**src/hdl/idrm_pkg.sv**
```systemverilog
`timescale 1ns / 1ps

package idrm_pkg;

	// Rounding mode carried on the opcode field
	typedef enum logic [1:0] {
		MODE_FLOOR = 2'd0,
		MODE_CEIL  = 2'd1,
		MODE_TRUNC = 2'd2,
		MODE_RNE   = 2'd3
	} mode_t;

	// Result status
	typedef enum logic [1:0] {
		ERR_NONE     = 2'd0,
		ERR_DIV_ZERO = 2'd1,
		ERR_OVERFLOW = 2'd2
	} err_t;

	// Per-item control that rides alongside the divider chain
	typedef struct packed {
		mode_t mode;
		logic  xneg;  // dividend negative
		logic  neg;   // operand signs differ
		err_t  err;
	} side_t;

endpackage

```
**src/hdl/idrm_div_stage.sv**
```systemverilog
`timescale 1ns / 1ps

// One restoring step of the unsigned divider, registered.
module idrm_div_stage
	import idrm_pkg::*;
#(
	parameter int W = 32
) (
	input  logic         clk,
	input  logic         arst_n,
	input  logic         en,
	input  logic         valid_i,
	input  logic [W-1:0] rem_i,
	input  logic [W-1:0] acc_i,
	input  logic [W-1:0] uy_i,
	input  side_t        side_i,
	output logic         valid_o,
	output logic [W-1:0] rem_o,
	output logic [W-1:0] acc_o,
	output logic [W-1:0] uy_o,
	output side_t        side_o
);

	logic [W:0]   shifted;
	logic [W:0]   trial;
	logic         qbit;
	logic [W-1:0] rem_nxt;

	// Shift in the next dividend bit and try subtracting the divisor
	always_comb begin
		shifted = {rem_i, acc_i[W-1]};
		trial   = shifted - {1'b0, uy_i};
		qbit    = ~trial[W];
		rem_nxt = qbit ? trial[W-1:0] : shifted[W-1:0];
	end

	always_ff @(posedge clk or negedge arst_n) begin
		if (!arst_n) begin
			valid_o <= 1'b0;
		end else if (en) begin
			valid_o <= valid_i;
		end
	end

	always_ff @(posedge clk) begin
		if (en) begin
			rem_o  <= rem_nxt;
			acc_o  <= {acc_i[W-2:0], qbit};
			uy_o   <= uy_i;
			side_o <= side_i;
		end
	end

endmodule

```
**config.mk**
```make
export PLATFORM = sky130hd
export DESIGN_NAME = idrm_div_stage
export DESIGN_NICKNAME = d
export VERILOG_FILES = /design/src/hdl/idrm_pkg.sv /design/src/hdl/idrm_div_stage.sv
export SDC_FILE = /design/constraint.sdc
export NUM_CORES = 1
export LEC_CHECK = 0
export BUFFER_PORTS_ARGS = -buffer_cell sky130_fd_sc_hd__buf_2
export CORE_MARGIN = 8
export CORE_UTILIZATION = 51
export CTS_BUF_LIST = sky130_fd_sc_hd__clkbuf_8
export CTS_CLUSTER_SIZE = 25
export DETAILED_ROUTE_END_ITERATION = 7
export HOLD_SLACK_MARGIN = 0.08
export MAX_ROUTING_LAYER = met4
export PLACE_DENSITY = 0.92
export SYNTH_ARGS = -nofsm -noshare
export SYNTH_HDL_FRONTEND = slang
export SYNTH_SLANG_ARGS = --single-unit
```
**constraint.sdc**
```tcl
create_clock -name clk -period 0.9 [get_ports clk]
set_input_delay 0.045 -clock clk [delete_from_list [all_inputs] [get_ports clk]]
set_output_delay 0.045 -clock clk [all_outputs]
set_load 0.005 [all_outputs]
```
==> results.yml <==
routing:
  drt-total-wl_um: 32200
  drc_errors: 0
  vias: 7197
  ant_nets: 0
  viasPerCell: 6.85
  firstDrtPassIters: 8
  drtIter0Drc: 1535
  routedWlPerCell_um: 30.6
critical_path:
  required_ns: 1.06
  critPathMostFrequentCell: "o211ai_1"
  cp-start-kind: "primary input"
  cp.arrival_ns: 2.76
  worstSetupPathType: "primary input to flop"
  endpoint_kind: "flop"
  crit_slowest_cell: "o211ai_1"
  reg2reg_slack_ns: 0.10
  critPathMaxFanout: 8
  path_cells: "buf_2 > inv_2 > ha_4 > a21oi_2 > o211ai_1 > a221o_1 > a211o_1 > o211ai_1 > o211ai_4 > inv_4 > buf_12 > mux2_4"
  slowest_delay_ns: 0.46
sta:
  max_freq_ghz: 0.384
  slew_headroom_pct: 51.8
  fin_skew_ns: 0
  whs_ns: 0.0128
  setup_viol_count_final: 136
  finalSetupTns_ns: -66.70
  slew_violations: 0
  hold_viol: 0
  min_period_ns: 2.61
  rsz0062_at_grt: "yes"
  fin_crit_sh_pct: 289
  setup_ws_ns: -1.71
  worst_pin_slew_ns: 0.716
status:
  outcome: "finished with violations"
  violations: "setup timing"
synth:
  avgSynthCellArea_um2: 12.0
  postSynthCellCount: 464
  synth-seq-cells: 103
  ys_types: 51
  synthFlopType: "edfxtp_1"
  ys_seq_area_share_pct: 55.6
  synth_nets: 603
  synth-edff-count: 102
  synthTopCellsByArea: "edfxtp_1 (55%), ha_1 (7.2%), mux2_4 (4.9%)"
  yosysTopAreaCellShare_pct: 55.2
  syn_area_um2: 5550
  synth_warnings: 0
  async_flop_share_pct: 0.971
  yosysTopAreaCell: "edfxtp_1"
cells_and_area:
  seq_area_um2: 3090
  final_common_cell: "buf_2"
  most-common-layout-cells: "buf_2 (203), buf_4 (131), edfxtp_1 (102)"
  syn_to_final_growth_pct: 66.6
  nFillCells: 450
  nNetsFinal: 1042
  instances_no_fill: 1051
  drive_gt1_share_pct: 45.9
  multiInputGateArea_um2: 2440
clocking:
  clockRootBuffer: "clkbuf_8"
  path_clk_slew_ns: 0.12
  cts.sinks: 103
  cts_made_buffers: 9
  clockBufferDepth: 2
  clock_latency_ns: 0.43
  cts_tree: "done"
  cts_htree_levels: 3
place:
  dp.cells: 916
  routabilityCongestion: 0.967
  hpwlAfterDp_um: 14100
  numPortBuffers: 208
die:
  start_util_pct: 51.7
  ios: 209
  core_area_um2: 10700
  num_rows: 38
  fp.dieH_um: 120
  die_area_um2: 14500
  dieWidth_um: 120
global_route:
  grt-ovfl-total: 0
  grt_max_degree: 30
  grt_pass1_vias: 7260
  antenna_found_initial: 2
  grt.total_usage_pct: 41.3
  grt_pass1_wl_um: 43600
power:
  p_clk_share_pct: 21.8
  power_leakage_uw: 0.00431
  ir_drop_mv: 1.10
  internal_power_uw: 9460
  switching_share_pct: 35.7
  p_seq_share_pct: 41.9
  switchingPower_uw: 5250
  power_density_nw_per_um2: 1590
  combinationalPowerShare_pct: 36.3
run:
  max_cap_violations: 0
worst_hold_path:
  hold_path_class: "primary input to flop"
[critical path: cells and delay by family]
kind	cells	cell delay (ns)
multiplexers	1	0.32
buffers and inverters	4	0.54
AO/OA/AOI/OAI	6	1.68
adder cells (fa/ha/maj)	1	0.18
[cells in the mapped netlist, types with 2 or more instances]
cell type,instances
xor2_1,10
mux2_4,18
o21a_1,6
o211ai_1,8
nor3_1,4
a211oi_1,4
o31ai_1,5
a21o_1,15
and4_1,2
o21ai_0,24
o21bai_1,5
clkbuf_1,11
nand2_1,44
nor2b_1,5
o2111ai_1,2
a21boi_0,2
ha_1,32
buf_6,3
xnor2_1,14
a21oi_1,34
nor2_1,16
and2_1,3
nand2b_1,5
edfxtp_1,102
a31oi_1,2
and3_1,6
inv_1,41
nand3_1,11
nand4_1,7
o41ai_1,2
[logic make-up (layout without fill, tap and decap cells)]
logic type / count (synthesis) / after routing / share of synthesized area, %
flops: 103 / 103 / 55.6
fa+ha+maj: 33 / 33 / 7.57
xor+xnor: 24 / 24 / 3.79
buf+inv: 57 / 501 / 4.28
other cells: 0 / 3 / 0
simple gates: 108 / 108 / 9.33
mux: 19 / 19 / 5.07
compound gates: 120 / 120 / 14.4
[metrics by stage]
step / power, uW / area, um2 / setup slack [ns] / utilization [%]
after CTS: 13300 / 9140 / -1.38 / 85.1
final: 14700 / 9250 / -1.71 / 86.1
after global placement: 9730 / 7720 / -1.76 / 71.8
after detailed placement: 9940 / 7720 / -1.83 / 71.8
after floorplan: 7950 / 5650 / -1.55 / -
after global routing: 14900 / 9250 / -1.91 / 86.1
[path summary, 6_finish.rpt]
kind | depth (start not counted) | startpoint | to
max | 12 | uy_i[12] | rem_o[31]$_DFFE_PP_
min | 3 | rem_i[15] | rem_o[16]$_DFFE_PP_
max reg2reg | 1 | valid_o$_DFFE_PN0P_ | valid_o$_DFFE_PN0P_
min reg2reg | 1 | valid_o$_DFFE_PN0P_ | valid_o$_DFFE_PN0P_
max in group asynchronous | 3 | arst_n | valid_o$_DFFE_PN0P_
min in group asynchronous | 3 | arst_n | valid_o$_DFFE_PN0P_
[per-layer routing]
| metal | part of all wire (%) | vias to the layer above | GRT usage, % |
|---|---|---|---|
| li1 | - | 2603 | - |
| met1 | 30 | 3242 | 42.3 |
| met2 | 43 | 971 | 62.6 |
| met3 | 16 | 381 | 16.8 |
| met4 | 11 | 0 | 32.2 |
| met5 | 0 | - | - |
[power groups by stage]
| stage | sequential, uW | combinational [uW] | clock (uW) |
|---|---|---|---|
| after CTS | 6050 | 4390 | 2820 |
| after detailed placement | 6160 | 3780 | 0 |
| after floorplan | 6200 | 1750 | 0 |
| after global placement | 6120 | 3610 | 0 |
| after global routing | 6170 | 5510 | 3260 |
| final | 6160 | 5340 | 3200 |
[layout make-up]
type	instances	share of cell area (%)
repair buffers	443	34.4
flip-flops and latches	103	33.4
multi-input cells	304	26.4
inverters	42	1.89
well taps	140	1.89
clock buffers	9	1.34
clock inverters	7	0.622
diodes	3	0.0812
[state kept, by name (all words and copies together) (netlist names)]
signal and flops:
acc_o 32, rem_o 32, side_o 6, uy_o 32, valid_o 1
[what timing repair did]
item                                   CTS  global route
setup buffers                           18             3
pin swaps                               22            16
gates cloned                             1             0
gates resized for setup                 33            15
endpoints found under the hold margin  106            10
setup endpoints to repair              136           141
hold buffers                            95             1
Power figures use the tool's default switching activity.
